## src/sv/dru_pkg.sv

```systemverilog
// dru_pkg: shared types and constants for the readout word unpacker
// no dependencies; imported by every module of the block
`timescale 1ns / 1ps

package dru_pkg;

    localparam int BOARDS   = 16;
    localparam int CHANNELS = 16;
    localparam int MAX_HITS = 64;

    localparam int MAP_DEPTH = BOARDS * CHANNELS;
    localparam int MAP_AW    = $clog2(MAP_DEPTH);
    localparam int HIT_W     = 7;
    localparam int MPE_W     = 5;
    localparam int CNT_W     = 28;

    localparam logic OP_MAP  = 1'b0;
    localparam logic OP_WORD = 1'b1;

    localparam logic KIND_HIT = 1'b0;
    localparam logic KIND_END = 1'b1;

    localparam logic [7:0]  TAG_BOARD = 8'hFF;
    localparam logic [7:0]  TAG_CHAN  = 8'hF0;
    localparam logic [11:0] TAG_PAD   = 12'hADD;

    typedef enum logic [1:0] {
        PH_HEADER,
        PH_BOARD,
        PH_CHAN
    } t_phase;

    typedef struct packed {
        logic        op;
        logic [31:0] data_word;
        logic [3:0]  map_board;
        logic [3:0]  map_channel;
        logic        map_valid;
        logic [7:0]  map_detector;
        logic [7:0]  map_crystal;
    } t_in_beat;

    typedef struct packed {
        logic             kind;
        logic [HIT_W-1:0] hit_index;
        logic [7:0]       detector_id;
        logic [7:0]       crystal_id;
        logic [31:0]      board_time_low;
        logic [15:0]      board_time_high;
        logic [31:0]      channel_time_low;
        logic [15:0]      channel_time_high;
        logic [23:0]      energy;
        logic [5:0]       cf_fraction;
        logic             pileup;
        logic             overflow;
    } t_out_beat;

    typedef struct packed {
        logic              wr_en;
        logic              wr_valid;
        logic [MAP_AW-1:0] waddr;
        logic [7:0]        wr_det;
        logic [7:0]        wr_cry;
        logic              rd_en;
        logic              rd_ok;
        logic [MAP_AW-1:0] raddr;
    } t_map_req;

    typedef struct packed {
        logic       valid;
        logic [7:0] det;
        logic [7:0] cry;
    } t_map_entry;

endpackage

```

## src/sv/dru_map.sv

```systemverilog
// dru_map: board/channel to detector/crystal map table
// valid bits in flops, payload in a single-port-write memory; uses dru_pkg
`timescale 1ns / 1ps

module dru_map
    import dru_pkg::*;
(
    input  logic       i_clk,
    input  logic       i_rst_n,
    input  t_map_req   i_req,
    output t_map_entry o_entry
);

    logic [MAP_DEPTH-1:0] r_vbit;
    logic [15:0]          r_mem [MAP_DEPTH];
    logic                 r_ent_vld;
    logic [15:0]          r_ent_data;

    always_ff @(posedge i_clk) begin
        if (!i_rst_n) begin
            r_vbit    <= '0;
            r_ent_vld <= 1'b0;
        end else begin
            if (i_req.wr_en) begin
                r_vbit[i_req.waddr] <= i_req.wr_valid;
            end
            if (i_req.rd_en) begin
                r_ent_vld <= i_req.rd_ok && r_vbit[i_req.raddr];
            end
        end
    end

    always_ff @(posedge i_clk) begin
        if (i_req.wr_en) begin
            r_mem[i_req.waddr] <= {i_req.wr_det, i_req.wr_cry};
        end
    end

    always_ff @(posedge i_clk) begin
        if (i_req.rd_en) begin
            r_ent_data <= r_mem[i_req.raddr];
        end
    end

    assign o_entry.valid = r_ent_vld;
    assign o_entry.det   = r_ent_data[15:8];
    assign o_entry.cry   = r_ent_data[7:0];

`ifndef SYNTHESIS
    a_no_rw_same_cycle: assert property (@(posedge i_clk) disable iff (!i_rst_n)
        !(i_req.wr_en && i_req.rd_en))
        else $error("map table written and read in one cycle");

    a_rd_vld_needs_ok: assert property (@(posedge i_clk) disable iff (!i_rst_n)
        (i_req.rd_en && !i_req.rd_ok) |=> !r_ent_vld)
        else $error("out-of-table lookup gave a valid entry");

    a_entry_holds: assert property (@(posedge i_clk) disable iff (!i_rst_n)
        !i_req.rd_en |=> $stable(r_ent_vld))
        else $error("pending entry changed without a lookup");
`endif

endmodule

```

## config.mk

```make
export PLATFORM = sky130hd
export DESIGN_NAME = dru_map
export DESIGN_NICKNAME = d
export VERILOG_FILES = /design/src/sv/dru_pkg.sv /design/src/sv/dru_map.sv
export SDC_FILE = /design/constraint.sdc
export NUM_CORES = 2
export LEC_CHECK = 0
export ABC_AREA = 0
export BUFFER_PORTS_ARGS = -buffer_cell sky130_fd_sc_hd__buf_2
export CAP_MARGIN = 20
export CORE_AREA = 3 3 826 828
export CTS_CLUSTER_SIZE = 30
export DETAILED_ROUTE_END_ITERATION = 6
export DIE_AREA = 0 0 829 831
export SKIP_LAST_GASP = 1
export SLEW_MARGIN = 20
export SYNTH_ARGS = -nofsm -noshare
export SYNTH_HDL_FRONTEND = slang
export SYNTH_SLANG_ARGS = --single-unit
```

## constraint.sdc

```tcl
create_clock -name i_clk -period 5.8 [get_ports i_clk]
set_input_delay 0.58 -clock i_clk [delete_from_list [all_inputs] [get_ports i_clk]]
set_output_delay 0.58 -clock i_clk [all_outputs]
set_load 0.01 [all_outputs]
```

==> results.yml <==
status:
  status: "complete, no violations"
floorplan:
  die_x_um: 829
  initial_core_util: 0.250
  die_area_sq_um: 689000
  io-pin-count: 55
  core_area_sq_um: 676000
  placementRows: 302
  die_height_um: 831
worst_setup_path:
  worstPathMaxFanout: 37
  start_kind: "input port"
  crit_type: "in2reg"
  worstPathRequired_ns: 6.50
  arrival_ns: 4.52
  end_kind: "register"
global_route:
  grt_max_degree: 194
  grt.total_usage: 0.125
  overflow: 0
  met1_usage: 0.172
  use_met2: 0.197
  grt.met3_usage: 0.0321
  grt-busiest-layer: "met2"
  antenna_found_initial: 52
  grt_pass1_wl_mm: 631
  grt_pass1_vias: 81767
synth:
  synthFlopType: "edfxtp_1"
  netlist_area_sq_um: 169000
  synth_top_area_frac: 0.732
  yosys.cell_types.count: 47
  synth_edf_count: 4112
  yosys_warnings: 0
  netlist_instances: 7604
  synthTopCellsByArea: "edfxtp_1 (73%), mux4_2 (18%), dfxtp_1 (3.1%), a21boi_0 (1.1%), o21ai_0 (0.76%)"
  yosysMostFrequentCell: "edfxtp_1"
  yosys-mux-area-fraction: 0.180
  synthAdderAreaFrac: 0
  async_reset_ff_frac: 0
  synth.yosys.seq_area_share: 0.763
  synth_top_cells_by_count: "edfxtp_1 (4112), mux4_2 (1333), clkbuf_1 (303)"
  synth_simple_gate_area_frac: 0.0149
  synth-xor-area-share: 0
  yosysTopAreaCell: "edfxtp_1"
  synth_top_family_by_area: "multiplexers"
  yosys_register_bits: 4369
  synth_compound_area_frac: 0.0286
  syn_area_per_cell_sq_um: 22.2
  syn_nets: 7642
layout:
  nFillCells: 65424
  seq_area_sq_um: 129000
  nets: 8076
  areaGrowthSynthToFinish_pct: 16.7
  multi_input_area_sq_um: 38600
  layout-drive-gt1-share: 0.322
sta:
  worst_slew_pin_slew_ns: 1.38
  slew_violations: 0
  setup_viol: 0
  rsz0062_at_grt: "no"
  relSlewSlack: 0.0793
  skew_ns: 0.0854
  setup_tns_ns: 0
  fmax_mhz: 262
  holdWs_ns: 0.0732
  fin_crit_ns: 3.82
  fin_crit_sh: 0.659
  hold_viol: 0
pwr:
  leakagePower_uw: 0.0587
  ir_drop_mv: 0.270
  cellPowerDensity_nw_per_um2: 331
clock_network:
  cts_root_buf: "clkbuf_16"
  cts_tree: "yes"
  post_cts_buffers: 0
  numCtsBuffers: 427
  postCtsResizedCells: 0
  clock_latency_ns: 1.00
  h-tree-depth: 5
  clk_pin_slew_ns: 0.06
  cts.sinks: 4369
  cts_hold_buf: 0
  cts_buffer_depth: 4
worst_hold_path:
  min_path_type: "in2reg"
detailed_routing:
  dr.pass1.iters: 6
  num_vias: 81830
  drt-total-wl_mm: 447
  wl_per_cell_um: 25.7
  via_per_inst: 4.71
  first_iter_violations: 10096
  remaining_drc_errors: 0
  antenna_left: 0
placement:
  gp_congestion: 0.817
  port_buffers: 54
  dp_hpwl_mm: 255
run:
  maxCapViolCount: 0
==> where the power goes <==
group          leakage (uW)  total [uW]  internal (uW)  switching, uW
clock               0.00670       27300          15400          11900
sequential           0.0390       34600          34500           71.7
combinational        0.0129        3110           1200           1910
total                0.0587       65100          51100          13900
==> layout make-up <==
class / instances / share of cell area
clock inverter: 241 / 0.0118
antenna: 27 / 0.000343
tap: 8968 / 0.0570
inverter: 2 / 0.0000763
multi-input combinational: 2736 / 0.196
sequential: 4369 / 0.654
clock buffer: 546 / 0.0579
timing repair buffer: 502 / 0.0231
==> layout by cell type (no fill, tap or decap), types with 28 or more instances in the layout <==
cell and instances:
edfxtp_1 4112, mux4_2 1333, clkbuf_16 432, buf_4 391
nand2_1 274, dfxtp_1 257, o21ai_0 256, a21boi_0 256
nor2_2 194, a22oi_1 132, clkbuf_1 99, clkinv_1 91
clkinv_2 76, a21oi_1 65, buf_12 59, nor2_1 38
nor2_4 36, bufinv_16 33, buf_2 33, clkbuf_8 30
mux2i_1 28
==> worst max-delay path, stage by stage <==
cell and delay (ns):
buf_2 0.35, inv_8 0.67, buf_4 0.43, buf_4 0.24, mux4_2 0.59, a22oi_1 0.89, a21oi_1 0.22, or4_1 0.45
==> sequential cells by signal, summed over array words and instances, names as in the netlist <==
register / count
r_ent_vld: 1
r_vbit: 256
r_mem: 4096
r_ent_data: 16
==> per-layer routing <==
metal | routed length (um) | vias up
li1 | - | 33023
met1 | 186000 | 44611
met2 | 209000 | 3524
met3 | 40800 | 628
met4 | 10900 | 44
met5 | 259 | -
==> stage by stage <==
stage | std cells | total power (uW) | setup WS, ns | utilization | instance area (sq um)
finish | 17391 | 65100 | 1.98 | 0.291 | 197000
global route | 17368 | 66900 | 2.00 | 0.291 | 197000
CTS | 17362 | 65500 | 2.02 | 0.291 | 197000
detailed placement | 16575 | 38400 | 0.954 | 0.271 | 183000
global placement | 16575 | 38400 | 0.856 | 0.271 | 183000
floorplan | 7604 | 36900 | 2.52 | - | 169000
==> final timing paths <==
| check | startpoint | endpoint | slack [ns] | depth (start not counted) |
|---|---|---|---|---|
| worst min register to register | r_vbit[186]$_SDFFE_PN0P_ | r_vbit[186]$_SDFFE_PN0P_ | 0.48 | 2 |
| worst min-delay path | i_req[16] | r_mem[170][6]$_DFFE_PP_ | 0.07 | 1 |
| worst max register to register | r_mem[58][8]$_DFFE_PP_ | r_ent_data[8]$_DFFE_PP_ | 2.52 | 5 |
| worst max-delay path | i_req[4] | r_ent_data[12]$_DFFE_PP_ | 1.98 | 8 |
==> cell families after synthesis <==
group,Yosys count
flops,4369
mux,1366
compound gates,750
simple gates,620
buf+inv,499
Note: power is estimated with default switching activity, not from simulation.
