**src/sv/dru_pkg.sv**
```systemverilog
// dru_pkg: shared types and constants for the readout word unpacker
// no dependencies; imported by every module of the block
`timescale 1ns / 1ps

package dru_pkg;

    localparam int BOARDS   = 16;
    localparam int CHANNELS = 16;
    localparam int MAX_HITS = 64;

    localparam int MAP_DEPTH = BOARDS * CHANNELS;
    localparam int MAP_AW    = $clog2(MAP_DEPTH);
    localparam int HIT_W     = 7;
    localparam int MPE_W     = 5;
    localparam int CNT_W     = 28;

    localparam logic OP_MAP  = 1'b0;
    localparam logic OP_WORD = 1'b1;

    localparam logic KIND_HIT = 1'b0;
    localparam logic KIND_END = 1'b1;

    localparam logic [7:0]  TAG_BOARD = 8'hFF;
    localparam logic [7:0]  TAG_CHAN  = 8'hF0;
    localparam logic [11:0] TAG_PAD   = 12'hADD;

    typedef enum logic [1:0] {
        PH_HEADER,
        PH_BOARD,
        PH_CHAN
    } t_phase;

    typedef struct packed {
        logic        op;
        logic [31:0] data_word;
        logic [3:0]  map_board;
        logic [3:0]  map_channel;
        logic        map_valid;
        logic [7:0]  map_detector;
        logic [7:0]  map_crystal;
    } t_in_beat;

    typedef struct packed {
        logic             kind;
        logic [HIT_W-1:0] hit_index;
        logic [7:0]       detector_id;
        logic [7:0]       crystal_id;
        logic [31:0]      board_time_low;
        logic [15:0]      board_time_high;
        logic [31:0]      channel_time_low;
        logic [15:0]      channel_time_high;
        logic [23:0]      energy;
        logic [5:0]       cf_fraction;
        logic             pileup;
        logic             overflow;
    } t_out_beat;

    typedef struct packed {
        logic              wr_en;
        logic              wr_valid;
        logic [MAP_AW-1:0] waddr;
        logic [7:0]        wr_det;
        logic [7:0]        wr_cry;
        logic              rd_en;
        logic              rd_ok;
        logic [MAP_AW-1:0] raddr;
    } t_map_req;

    typedef struct packed {
        logic       valid;
        logic [7:0] det;
        logic [7:0] cry;
    } t_map_entry;

endpackage

```
**src/sv/dru_parse.sv**
```systemverilog
// dru_parse: input register and readout word parser with hit/event-end assembly
// drives map table lookups and writes; uses dru_pkg
`timescale 1ns / 1ps

module dru_parse
    import dru_pkg::*;
(
    input  logic             i_clk,
    input  logic             i_rst_n,
    input  logic             i_in_valid,
    output logic             o_in_ready,
    input  t_in_beat         i_in_data,
    input  logic [MPE_W-1:0] i_mod_per_evt,
    input  logic             i_adv,
    output t_map_req         o_map_req,
    input  t_map_entry       i_pend,
    output logic [1:0]       o_res_cnt,
    output t_out_beat        o_res0,
    output t_out_beat        o_res1
);

    logic             r_in_vld;
    t_in_beat         r_in;
    t_phase           r_phase,       n_phase;
    logic [2:0]       r_wpos,        n_wpos;
    logic [7:0]       r_board,       n_board;
    logic [CNT_W-1:0] r_ch_left,     n_ch_left;
    logic [CNT_W-1:0] r_ch_in_board, n_ch_in_board;
    logic [MPE_W-1:0] r_mod_left,    n_mod_left;
    logic             r_evt_open,    n_evt_open;
    logic [31:0]      r_bt_lo,       n_bt_lo;
    logic [15:0]      r_bt_hi,       n_bt_hi;
    logic [HIT_W-1:0] r_hit_cnt,     n_hit_cnt;
    logic [15:0]      r_pt_hi,       n_pt_hi;
    logic [31:0]      r_pt_lo,       n_pt_lo;
    logic [31:0]      r_pe_word,     n_pe_word;

    logic             fire;
    logic [31:0]      w;
    logic [7:0]       top;
    logic             hdr_take;
    logic [MPE_W-1:0] reload;
    logic [MPE_W-1:0] ml_eff;
    logic [MPE_W-1:0] ml_dec;
    logic             fm_last;
    logic [CNT_W-1:0] cl_dec;
    logic             cl_done;
    logic [CNT_W-1:0] size_q;
    logic [CNT_W-1:0] size_ch;
    logic             hit_ok;
    logic             emit_hit;
    logic             emit_end;
    logic [HIT_W-1:0] hc_after;
    t_out_beat        hit_beat;
    t_out_beat        end_beat;

    // input register
    assign o_in_ready = !r_in_vld || i_adv;
    assign fire       = r_in_vld && i_adv;

    always_ff @(posedge i_clk) begin
        if (!i_rst_n) begin
            r_in_vld <= 1'b0;
        end else if (o_in_ready) begin
            r_in_vld <= i_in_valid;
        end
    end

    always_ff @(posedge i_clk) begin
        if (i_in_valid && o_in_ready) begin
            r_in <= i_in_data;
        end
    end

    // shared decode
    assign w        = r_in.data_word;
    assign top      = w[31:24];
    assign hdr_take = (w[31:20] != TAG_PAD) && ((top == TAG_BOARD) || (top == TAG_CHAN));
    assign reload   = (i_mod_per_evt == '0) ? MPE_W'(1) : i_mod_per_evt;
    assign ml_eff   = r_evt_open ? r_mod_left : reload;
    assign ml_dec   = (ml_eff != '0) ? ml_eff - MPE_W'(1) : '0;
    assign fm_last  = (ml_dec == '0);
    assign cl_dec   = (r_ch_left != '0) ? r_ch_left - CNT_W'(1) : '0;
    assign cl_done  = (cl_dec == '0);
    assign size_q   = w[31:4];
    assign size_ch  = (size_q == '0) ? '0 : size_q - CNT_W'(1);
    assign hit_ok   = i_pend.valid && (32'(r_hit_cnt) < MAX_HITS);
    assign hc_after = r_hit_cnt + HIT_W'(emit_hit);

    // next state
    always_comb begin
        n_phase       = r_phase;
        n_wpos        = r_wpos;
        n_board       = r_board;
        n_ch_left     = r_ch_left;
        n_ch_in_board = r_ch_in_board;
        n_mod_left    = r_mod_left;
        n_evt_open    = r_evt_open;
        n_bt_lo       = r_bt_lo;
        n_bt_hi       = r_bt_hi;
        n_hit_cnt     = r_hit_cnt;
        n_pt_hi       = r_pt_hi;
        n_pt_lo       = r_pt_lo;
        n_pe_word     = r_pe_word;
        if (fire && (r_in.op == OP_WORD)) begin
            case (r_phase)
                PH_HEADER: begin
                    if (hdr_take) begin
                        n_evt_open = 1'b1;
                        n_mod_left = ml_eff;
                        if (top == TAG_BOARD) begin
                            n_board = w[23:16];
                            n_phase = PH_BOARD;
                            n_wpos  = 3'd1;
                        end else if (r_ch_in_board == '0) begin
                            if (fm_last) begin
                                n_hit_cnt  = '0;
                                n_evt_open = 1'b0;
                                n_mod_left = reload;
                                n_phase    = PH_HEADER;
                                n_wpos     = 3'd0;
                            end else begin
                                n_mod_left = ml_dec;
                            end
                        end else begin
                            n_ch_left = r_ch_in_board;
                            n_phase   = PH_CHAN;
                            n_pt_hi   = w[15:0];
                            n_wpos    = 3'd1;
                        end
                    end
                end
                PH_BOARD: begin
                    case (r_wpos)
                        3'd1: begin
                            n_ch_in_board = size_ch;
                            if ((size_ch == '0) && (r_mod_left != '0)) begin
                                n_mod_left = r_mod_left - MPE_W'(1);
                            end
                            n_wpos = 3'd2;
                        end
                        3'd2: begin
                            n_bt_hi = w[15:0];
                            n_wpos  = 3'd3;
                        end
                        3'd3: begin
                            n_bt_lo = w;
                            n_wpos  = 3'd4;
                        end
                        3'd4: begin
                            n_wpos = 3'd5;
                        end
                        default: begin
                            n_phase = PH_HEADER;
                            n_wpos  = 3'd0;
                            if (r_mod_left == '0) begin
                                n_hit_cnt  = '0;
                                n_evt_open = 1'b0;
                                n_mod_left = reload;
                            end
                        end
                    endcase
                end
                PH_CHAN: begin
                    case (r_wpos)
                        3'd0: begin
                            n_pt_hi = w[15:0];
                            n_wpos  = 3'd1;
                        end
                        3'd1: begin
                            n_pt_lo = w;
                            n_wpos  = 3'd2;
                        end
                        3'd2: begin
                            n_pe_word = w;
                            n_wpos    = 3'd3;
                        end
                        default: begin
                            n_wpos    = 3'd0;
                            n_hit_cnt = hc_after;
                            n_ch_left = cl_dec;
                            if (cl_done) begin
                                n_phase = PH_HEADER;
                                if (fm_last) begin
                                    n_hit_cnt  = '0;
                                    n_evt_open = 1'b0;
                                    n_mod_left = reload;
                                end else begin
                                    n_mod_left = ml_dec;
                                end
                            end
                        end
                    endcase
                end
                default: begin
                    n_phase = PH_HEADER;
                    n_wpos  = 3'd0;
                end
            endcase
        end
    end

    // outputs: map access and result beats
    always_comb begin
        o_map_req          = '0;
        o_map_req.wr_valid = r_in.map_valid;
        o_map_req.wr_det   = r_in.map_detector;
        o_map_req.wr_cry   = r_in.map_crystal;
        o_map_req.waddr    = MAP_AW'(32'(r_in.map_board) * CHANNELS + 32'(r_in.map_channel));
        o_map_req.raddr    = MAP_AW'(32'(r_board) * CHANNELS + 32'(w[23:16]));
        o_map_req.rd_ok    = (32'(r_board) < BOARDS) && (32'(w[23:16]) < CHANNELS);
        emit_hit           = 1'b0;
        emit_end           = 1'b0;
        if (fire) begin
            if (r_in.op == OP_MAP) begin
                o_map_req.wr_en = (32'(r_in.map_board) < BOARDS)
                               && (32'(r_in.map_channel) < CHANNELS);
            end else begin
                case (r_phase)
                    PH_HEADER: begin
                        if (hdr_take && (top == TAG_CHAN)) begin
                            if (r_ch_in_board == '0) begin
                                emit_end = fm_last;
                            end else begin
                                o_map_req.rd_en = 1'b1;
                            end
                        end
                    end
                    PH_BOARD: begin
                        if (!(r_wpos inside {[3'd1:3'd4]})) begin
                            emit_end = (r_mod_left == '0);
                        end
                    end
                    PH_CHAN: begin
                        case (r_wpos)
                            3'd0: begin
                                o_map_req.rd_en = 1'b1;
                            end
                            3'd1, 3'd2: begin
                            end
                            default: begin
                                emit_hit = hit_ok;
                                emit_end = cl_done && fm_last;
                            end
                        endcase
                    end
                    default: begin
                    end
                endcase
            end
        end
    end

    always_comb begin
        hit_beat                   = '0;
        hit_beat.kind              = KIND_HIT;
        hit_beat.hit_index         = r_hit_cnt;
        hit_beat.detector_id       = i_pend.det;
        hit_beat.crystal_id        = i_pend.cry;
        hit_beat.board_time_low    = r_bt_lo;
        hit_beat.board_time_high   = r_bt_hi;
        hit_beat.channel_time_low  = r_pt_lo;
        hit_beat.channel_time_high = r_pt_hi;
        hit_beat.energy            = r_pe_word[23:0];
        hit_beat.cf_fraction       = r_pe_word[29:24];
        hit_beat.pileup            = r_pe_word[30];
        hit_beat.overflow          = r_pe_word[31];

        end_beat           = '0;
        end_beat.kind      = KIND_END;
        end_beat.hit_index = hc_after;

        o_res0    = emit_hit ? hit_beat : end_beat;
        o_res1    = end_beat;
        o_res_cnt = 2'(emit_hit) + 2'(emit_end);
    end

    always_ff @(posedge i_clk) begin
        if (!i_rst_n) begin
            r_phase       <= PH_HEADER;
            r_wpos        <= '0;
            r_board       <= '0;
            r_ch_left     <= '0;
            r_ch_in_board <= '0;
            r_mod_left    <= MPE_W'(1);
            r_evt_open    <= 1'b0;
            r_bt_lo       <= '0;
            r_bt_hi       <= '0;
            r_hit_cnt     <= '0;
            r_pt_hi       <= '0;
            r_pt_lo       <= '0;
            r_pe_word     <= '0;
        end else begin
            r_phase       <= n_phase;
            r_wpos        <= n_wpos;
            r_board       <= n_board;
            r_ch_left     <= n_ch_left;
            r_ch_in_board <= n_ch_in_board;
            r_mod_left    <= n_mod_left;
            r_evt_open    <= n_evt_open;
            r_bt_lo       <= n_bt_lo;
            r_bt_hi       <= n_bt_hi;
            r_hit_cnt     <= n_hit_cnt;
            r_pt_hi       <= n_pt_hi;
            r_pt_lo       <= n_pt_lo;
            r_pe_word     <= n_pe_word;
        end
    end

`ifndef SYNTHESIS
    a_hit_cap: assert property (@(posedge i_clk) disable iff (!i_rst_n)
        32'(r_hit_cnt) <= MAX_HITS)
        else $error("hit counter beyond cap");

    a_board_wpos: assert property (@(posedge i_clk) disable iff (!i_rst_n)
        (r_phase == PH_BOARD) |-> ((r_wpos >= 3'd1) && (r_wpos <= 3'd5)))
        else $error("board word position out of range");

    a_chan_wpos: assert property (@(posedge i_clk) disable iff (!i_rst_n)
        (r_phase == PH_CHAN) |-> ((r_wpos <= 3'd3) && r_evt_open && (r_ch_left != '0)))
        else $error("channel parse without open event or channels");

    a_pair_order: assert property (@(posedge i_clk) disable iff (!i_rst_n)
        (o_res_cnt == 2'd2) |-> ((o_res0.kind == KIND_HIT) && (o_res1.kind == KIND_END)))
        else $error("two results must be hit then event end");
`endif

endmodule

```
**config.mk**
```make
export PLATFORM = sky130hd
export DESIGN_NAME = dru_parse
export DESIGN_NICKNAME = d
export VERILOG_FILES = /design/src/sv/dru_pkg.sv /design/src/sv/dru_parse.sv
export SDC_FILE = /design/constraint.sdc
export NUM_CORES = 1
export LEC_CHECK = 0
export ABC_AREA = 1
export BUFFER_PORTS_ARGS = -buffer_cell sky130_fd_sc_hd__clkbuf_2
export CAP_MARGIN = 15
export CORE_MARGIN = 3
export CORE_UTILIZATION = 36
export CTS_BUF_LIST = sky130_fd_sc_hd__clkbuf_4
export DETAILED_ROUTE_END_ITERATION = 8
export PLACE_DENSITY = 0.6
export SLEW_MARGIN = 5
export SYNTH_ARGS = -nofsm -noshare
export SYNTH_HDL_FRONTEND = slang
export SYNTH_SLANG_ARGS = --single-unit
```
**constraint.sdc**
```tcl
create_clock -name i_clk -period 8.7 [get_ports i_clk]
set_input_delay 0.87 -clock i_clk [delete_from_list [all_inputs] [get_ports i_clk]]
set_output_delay 0.87 -clock i_clk [all_outputs]
set_load 0.05 [all_outputs]
```
==> flow_summary.yaml, run 1 <==
outcome:
  status: "complete, no violations"
setup_path:
  worstPathArrival_ns: 4.27
  reg2reg_depth: 15
  slowest_stage: "clkinv_1"
  cp_num_buf_inv: 4
  path_cells: "inv_1 > ha_1 > clkinv_1 > nor2_1 > nand4_1 > inv_1 > ha_1 > nand3_1 > nor3_1 > xor2_1 > nand2_1 > nand2_1 > clkbuf_2"
  reg2reg_to: "r_hit_cnt[6]"
  critPathLaunchType: "flop"
  critPathMaxStageDelay_ns: 0.76
  cp_max_fo: 36
  crit_type: "reg -> out"
  critPathCapture: "o_res0[149]"
  critPathCaptureType: "output port"
  worstReg2RegStart: "r_phase[0]"
  required_ns: 7.83
  reg2reg_slack_ns: 5.24
  startpoint: "r_phase[0]"
  cp_top_family: "buffers and inverters"
  path_depth: 13
sta:
  relSlewSlack_pct: 34.0
  tightest_slew_ns: 0.985
  report.final.setup_viol: 0
  min_period_over_period_pct: 59.0
  slew_violations: 0
  hold_ws_ns: 0.308
  finClkSkew_ns: 0.0486
  finalSetupTns_ns: 0
  max_clock_freq_mhz: 195
  period_needed_ns: 5.14
  hold_violations: 0
  rsz0062_at_grt: "false"
global_route:
  grt_usage_pct: 20.2
  grt_pass1_wl_um: 71400
  grt_use_met3_pct: 4.87
  grt_busiest_layer: "met2"
  grt_pass1_vias: 13188
  grt_use_met2_pct: 33.3
  grt_max_degree: 154
  grt_overflow: 0
  antenna_found_initial: 3
  grt.met1_usage_pct: 26.3
clock_tree:
  cts_resized: 0
  cts.sinks: 269
  clk_pin_slew_ns: 0.07
  postCtsSetupRepairBufs: 0
  cts_made_buffers: 76
  htreeDepth: 3
  cts_buffer_depth: 3
  worstSkewPairLatency_ns: 0.75
  cts_tree: "built"
  hold_buffers: 0
  cts-root-buf: "clkbuf_4"
yosys:
  synth.most_common_cell: "nor2_1"
  synth_area_leader_cell: "dfxtp_1"
  synth_edf_count: 58
  synth.top_cell.area_share_pct: 28.6
  seq_area_frac_synth_pct: 40.4
  yosys_warnings: 0
  syn_area_per_cell_um2: 7.09
  ys_dominant_reg_cell: "dfxtp_1"
  synthTopCellsByCount: "nor2_1, inv_1, nand2_1"
  async_flop_share_pct: 0
  ys_ff_latch: 269
  yosysUniqueCellTypes: 45
  yosys-top-cells-area: "dfxtp_1, edfxtp_1, buf_4, o21ai_0, nor2_1"
  netlist_area_um2: 14800
  syn_inst: 2081
pwr:
  peakVddDrop_mv: 0.123
  power_switching_w: 0.000820
  pwr-share-clk_pct: 42.8
  swShare_pct: 29.1
  p_int_w: 0.00200
  power_frac_comb_pct: 10.3
  p_per_area_nw_per_um2: 168
  p_leak_nw: 7.56
  pwr-share-seq_pct: 46.9
placed_design:
  io_buffers: 281
  dp_hpwl_um: 32800
  gp_congestion: 0.933
die:
  die_x_um: 209
  fp.dieArea_um2: 43500
  core_um2: 40100
  ios: 427
  die_h_um: 209
  start_util_pct: 36.8
  rows: 73
routing:
  antenna_left: 0
  drc: 0
  drtIter0Drc: 717
  vias_per_cell: 4.78
  drt_first_pass_iters: 5
  wl_um: 45400
  wl_per_cell_um: 15.6
  via_count: 13933
layout:
  drive_gt1_share_pct: 18.9
  finalNetCount: 2425
  area_delta_synth_final_pct: 13.9
hold_path:
  min_path_cells: 1
  hold_path.class: "in -> reg"
job:
  drv_cap: 0
## sequential cells by signal (all words and copies together) (netlist names)
name and cells:
r_evt_open 1, r_pe_word 32, r_bt_lo 32, r_bt_hi 16, r_phase 2, o_map_req 17
r_in_vld 1, r_wpos 3, r_hit_cnt 7, r_in 9, r_board 8, w 32
r_ch_left 28, r_pt_lo 32, r_ch_in_board 28, r_pt_hi 16, r_mod_left 5
## per-stage QoR
step | setup slack [ns] | cells | instance area, um^2 | util [%] | total power (W)
final | 3.56 | 2912 | 16800 | 41.9 | 0.00282
after global routing | 3.01 | 2912 | 16800 | 41.9 | 0.00295
after CTS | 3.46 | 2908 | 16800 | 41.9 | 0.00287
after detailed placement | 4.18 | 2771 | 15800 | 39.4 | 0.00164
after global placement | 4.15 | 2771 | 15800 | 39.4 | 0.00164
after floorplan | 4.19 | 2224 | 15300 | - | 0.00163
## cells in the final DEF (no fill, tap or decap), drive strengths merged, types with 3 or more instances in the layout
cell type    n
a211oi      10
a21oi      221
a31oi        5
buf         13
clkbuf     395
clkinv      21
conb       145
dfxtp      211
diode        3
edfxtp      58
ha          15
inv        280
nand2      263
nand3      103
nand4       27
nor2       313
nor3         9
nor4         5
o211ai      10
o21ai      239
o21bai       7
xnor2        4
xor2        14
## how the worst min path moves through the flow
stage	from	slack, ns	to
after floorplan	r_bt_hi[0]	0.43	r_bt_hi[0]
after global placement	r_bt_lo[29]	0.44	r_bt_lo[29]
after detailed placement	r_pt_hi[11]	0.44	r_pt_hi[11]
after CTS	i_in_data[17]	0.21	r_in[17]
after global routing	i_in_data[15]	0.23	o_map_req[25]
final	i_in_data[43]	0.31	w[18]
## power groups by stage
stage                     sequential [W]  combinational, W  clock [W]
final                            0.00132          0.000289    0.00121
after detailed placement         0.00135          0.000287          0
after CTS                        0.00132          0.000288    0.00125
after global placement           0.00135          0.000287          0
after global routing             0.00132          0.000310    0.00132
after floorplan                  0.00133          0.000299          0
## cell families after synthesis
kind of cell             after synthesis  share of synthesized area (%)
flip-flops                           269                           40.4
AO/OA/AOI/OAI                        499                           17.7
buffers and inverters                551                           18.7
other                                  2                         0.0509
adder cells (fa/ha/maj)               16                           1.41
AND/OR/NAND/NOR                      726                           20.7
XOR/XNOR                              18                           1.07
## worst reg2reg max path: cells and delay by family (launching register included)
family | cells | cell delay (ns)
adder cells (fa/ha/maj) | 3 | 0.61
XOR/XNOR | 1 | 0.19
AO/OA/AOI/OAI | 2 | 0.19
buffers and inverters | 4 | 1.23
AND/OR/NAND/NOR | 5 | 0.79
flip-flops | 1 | 0.32
## final cells by class
cell class	instances	area (um^2)
clock inverters	22	135
multi-input cells	1404	6610
inverters	281	1060
diodes	3	7.51
fillers	4229	23300
repair buffers	293	1520
clock buffers	115	863
flip-flops and latches	269	5970
well taps	525	657
## routing by layer
metal,up-vias,part of all wire (%)
met5,-,0
met3,67,7.1
met4,0,2.1
met2,532,47
li1,6965,-
met1,6369,44
Power figures use the tool's default switching activity.
==> inputs of run 2 (changes only) <==
clock period = 4.8 ns   (was 8.7 ns; I/O delays follow)
==> flow_summary.yaml, run 2 (synthesized netlist as in run 1, its figures left out) <==
outcome:
  status: "complete, no violations"
setup_path:
  critPathCapture: "o_res_cnt[0]"
  critPathLaunchType: "flop"
  required_ns: 4.32
  critPathCaptureType: "output port"
  cp_max_fo: 13
  reg2reg_slack_ns: 1.40
  reg2reg_to: "r_mod_left[0]"
  startpoint: "r_ch_left[0]"
  reg2reg_depth: 17
  worstPathArrival_ns: 3.96
  crit_type: "reg -> out"
  worstReg2RegStart: "w[4]"
placed_design:
  placed_area_um2: 16200
  gp_congestion: 0.924
  dp_hpwl_um: 33400
  io_buffers: 281
  dp_slack_ns: 0.992
  dp.cells: 2772
pwr:
  swShare_pct: 29.4
  pwr-share-clk_pct: 40.9
  peakVddDrop_mv: 0.220
  power_frac_comb_pct: 11.3
  p_int_w: 0.00354
  p_leak_nw: 7.87
  pwr-share-seq_pct: 47.8
  power_switching_w: 0.00148
  p_per_area_nw_per_um2: 283
die:
  die_x_um: 209
  die_h_um: 209
  fp.dieArea_um2: 43500
  rows: 73
  start_util_pct: 36.8
  core_um2: 40100
  ios: 427
routing:
  antenna_left: 0
  drt_first_pass_iters: 5
  vias_per_cell: 4.78
  wl_um: 46500
  drc: 0
  drtIter0Drc: 857
  wl_per_cell_um: 15.7
  via_count: 14170
global_route:
  grt_usage_pct: 20.4
  grt_max_degree: 154
  grt_pass1_wl_um: 72200
  grt_pass1_vias: 13482
  grt_overflow: 0
  antenna_found_initial: 1
layout:
  area_delta_synth_final_pct: 20.1
  nFillCells: 4113
  final_cell_mix: "nor2_1, inv_1, nand2_1, clkbuf_2, o21ai_0"
  drive_gt1_share_pct: 18.4
  stdcell_area_um2: 17700
  finalNetCount: 2484
  final_common_cell: "nor2_1"
  stdcell_count: 2964
clock_tree:
  hold_buffers: 58
  cts.sinks: 269
  cts_made_buffers: 76
  worstSkewPairLatency_ns: 0.69
  cts_tree: "built"
  cts-root-buf: "clkbuf_4"
  postCtsSetupRepairBufs: 0
  htreeDepth: 3
  cts_buffer_depth: 3
  clk_pin_slew_ns: 0.07
  cts_resized: 0
sta:
  setup_slack_ns: 0.364
  hold_ws_ns: 0.101
  max_clock_freq_mhz: 225
  finClkSkew_ns: 0.0395
  min_period_over_period_pct: 92.4
  tightest_slew_ns: 1.10
  rsz0062_at_grt: "false"
  period_needed_ns: 4.44
  hold_violations: 0
  finalSetupTns_ns: 0
  relSlewSlack_pct: 26.5
  slew_violations: 0
  report.final.setup_viol: 0
hold_path:
  hold_path.class: "in -> reg"
job:
  drv_cap: 0
-- run 2: how the worst min path moves through the flow --
| stage | startpoint | end | slack, ns | cells past startpoint |
|---|---|---|---|---|
| 5_1_grt | i_in_valid | r_in_vld | 0.07 | 3 |
| 3_3_place_gp | r_pt_lo[21] | r_pt_lo[21] | 0.44 | 2 |
| 6_report | i_in_valid | r_in_vld | 0.10 | 3 |
| 4_1_cts | i_in_valid | r_in_vld | 0.05 | 3 |
| 3_5_place_dp | r_pt_lo[16] | r_pt_lo[16] | 0.45 | 2 |
| 2_1_floorplan | r_bt_hi[0] | r_bt_hi[0] | 0.43 | 2 |
-- run 2: critical path: stages, from the launching register on --
cell and delay, ns:
dfxtp_1 0.32, inv_1 0.11, ha_1 0.22, nand3_1 0.17
nor2_2 0.50, nand4_1 0.36, nand3_1 0.20, nand2_1 0.07
nor2_1 0.08, nand2_1 0.10, nor2_2 0.15, nand2_4 0.13
nor2_1 0.11, nand3_1 0.08, nand2_1 0.08, o21a_1 0.14
ha_1 0.23, clkbuf_2 0.23
-- run 2: layout make-up --
class	count	area [um^2]	area share, %
Multi-Input combinational cell	1404	6610	37.2
Sequential cell	269	5970	33.6
Inverter	281	1060	5.95
Tap cell	525	657	3.70
Clock inverter	23	120	0.677
Clock buffer	108	811	4.57
Antenna cell	2	5.00	0.0282
Timing Repair Buffer	352	2510	14.2
-- run 2: metrics by stage --
step,utilization (%),power (W)
3_5_place_dp,40.4,0.00297
2_1_floorplan,-,0.00296
3_3_place_gp,40.4,0.00297
5_1_grt,44.2,0.00526
4_1_cts,44.2,0.00508
6_report,44.2,0.00502
-- run 2: power by group through the flow --
| stage | Clock [W] | Combinational, W | Sequential [W] |
|---|---|---|---|
| 2_1_floorplan | 0 | 0.000542 | 0.00242 |
| 3_3_place_gp | 0 | 0.000522 | 0.00245 |
| 3_5_place_dp | 0 | 0.000522 | 0.00245 |
| 4_1_cts | 0.00212 | 0.000560 | 0.00240 |
| 5_1_grt | 0.00225 | 0.000603 | 0.00240 |
| 6_report | 0.00205 | 0.000566 | 0.00240 |
-- run 2: routing by layer --
layer,routed length (um),track usage [%]
met4,1290,7.35
met1,19600,25.2
met5,0,0
met3,3680,5.14
met2,22000,34.4
==> inputs of run 3 (changes only) <==
CORE_UTILIZATION = 54   (was 36)
PLACE_DENSITY = 0.84   (was 0.6)
==> flow_summary.yaml, run 3 (synthesized netlist as in run 1, its figures left out) <==
routing:
  vias_per_cell: 5.28
  drtIter0Drc: 1224
  wl_um: 45200
  via_count: 14573
  drc: 0
  antenna_left: 0
  drt_first_pass_iters: 5
  wl_per_cell_um: 16.4
clock_tree:
  cts_made_buffers: 69
  cts_tree: "built"
  htreeDepth: 3
  worstSkewPairLatency_ns: 0.69
  cts-root-buf: "clkbuf_4"
  cts.sinks: 269
  postCtsSetupRepairBufs: 0
  cts_buffer_depth: 3
  clk_pin_slew_ns: 0.06
placed_design:
  gp_congestion: 0.990
  dp_slack_ns: 1.04
  dp_hpwl_um: 31300
  io_buffers: 281
setup_path:
  worstPathArrival_ns: 3.89
  worstReg2RegStart: "w[4]"
  reg2reg_to: "r_mod_left[2]"
  reg2reg_slack_ns: 1.46
  cp_max_fo: 13
  required_ns: 4.32
  startpoint: "r_ch_left[0]"
  critPathLaunchType: "flop"
  critPathCapture: "o_res_cnt[0]"
  critPathCaptureType: "output port"
  reg2reg_depth: 18
  crit_type: "reg -> out"
layout:
  nFillCells: 2267
  final_cell_mix: "nor2_1, inv_1, clkbuf_2"
  area_delta_synth_final_pct: 16.1
  fin_util_pct: 64.9
  drive_gt1_share_pct: 18.2
  final_common_cell: "nor2_1"
  finalNetCount: 2470
pwr:
  p_leak_nw: 7.74
  peakVddDrop_mv: 0.289
  p_per_area_nw_per_um2: 286
  finalPower_w: 0.00491
global_route:
  grt_pass1_wl_um: 70000
  grt_max_degree: 154
  antenna_found_initial: 2
  grt_overflow: 0
  grt_usage_pct: 29.6
  grt_pass1_vias: 13818
hold_path:
  min_path_cells: 1
  hold_path.class: "in -> reg"
job:
  drv_cap: 0
sta:
  slew_violations: 0
  period_needed_ns: 4.37
  hold_ws_ns: 0.0361
  setup_slack_ns: 0.435
  finalSetupTns_ns: 0
  hold_violations: 0
  rsz0062_at_grt: "false"
  tightest_slew_ns: 1.13
  report.final.setup_viol: 0
  max_clock_freq_mhz: 229
  min_period_over_period_pct: 90.9
  relSlewSlack_pct: 24.1
  finClkSkew_ns: 0.0675
die:
  die_x_um: 171
  start_util_pct: 55.9
  core_um2: 26400
  die_h_um: 171
  ios: 427
  fp.dieArea_um2: 29400
  rows: 59
outcome:
  status: "complete, no violations"
==> run 3: cell count changes in the layout (fill, tap and decap cells not counted), sizes merged, moves of 3 or more <==
cell | before | now
buf | 40 | 21
clkbuf | 362 | 371
clkinv | 22 | 18
dlygate4sd3 | 58 | 55
==> run 3: per-stage QoR <==
step,cell area [um^2],std cells
6_report,17100,2758
4_1_cts,17100,2755
2_1_floorplan,15300,2224
3_5_place_dp,15700,2578
3_3_place_gp,15700,2578
5_1_grt,17100,2758
==> run 3: report_power, final <==
part	switching [W]	internal, W	total, W
registers	0.0000500	0.00235	0.00240
logic	0.000458	0.000107	0.000566
clock network	0.000961	0.000985	0.00195
==> run 3: worst min-delay path by stage <==
| stage | from | to |
|---|---|---|
| 5_1_grt | i_in_data[37] | w[12] |
| 3_5_place_dp | r_pe_word[12] | r_pe_word[12] |
| 2_1_floorplan | r_bt_hi[0] | r_bt_hi[0] |
| 4_1_cts | i_in_data[29] | w[4] |
| 3_3_place_gp | r_pt_lo[16] | r_pt_lo[16] |
| 6_report | i_in_data[29] | w[4] |
==> run 3: routing by layer <==
| layer | vias to the layer above | wire [um] | global-route usage (%) |
|---|---|---|---|
| met5 | - | 0 | 0 |
| met4 | 0 | 1700 | 13.2 |
| met3 | 109 | 3790 | 5.79 |
| met2 | 783 | 22200 | 51.6 |
| met1 | 6655 | 17500 | 35.5 |
| li1 | 7026 | - | - |
==> run 3: repair_timing <==
action,in CTS,in global routing
hold buffers,55,0
resized for setup,0,0
hold endpoints to repair,55,0
==> run 3: layout make-up <==
type | instances | area, um^2 | share of cell area, %
Clock inverter | 20 | 101 | 0.591
Sequential cell | 269 | 5970 | 34.8
Timing Repair Buffer | 345 | 2220 | 13.0
Multi-Input combinational cell | 1404 | 6610 | 38.5
Antenna cell | 2 | 5.00 | 0.0292
Inverter | 281 | 1060 | 6.16
Tap cell | 335 | 419 | 2.45
Clock buffer | 102 | 766 | 4.47
==> run 3: critical path, cell delays in order (launching register included) <==
cell and delay, ns:
dfxtp_1 0.32, inv_1 0.10, ha_1 0.21, nand3_1 0.17, nor2_2 0.49, nand4_1 0.37
nand3_1 0.21, nand2_1 0.07, nor2_1 0.08, nand2_1 0.07, nor2_2 0.15, nand2_4 0.12
nor2_1 0.10, nand3_1 0.07, nand2_1 0.08, o21a_1 0.15, ha_1 0.23, clkbuf_2 0.23
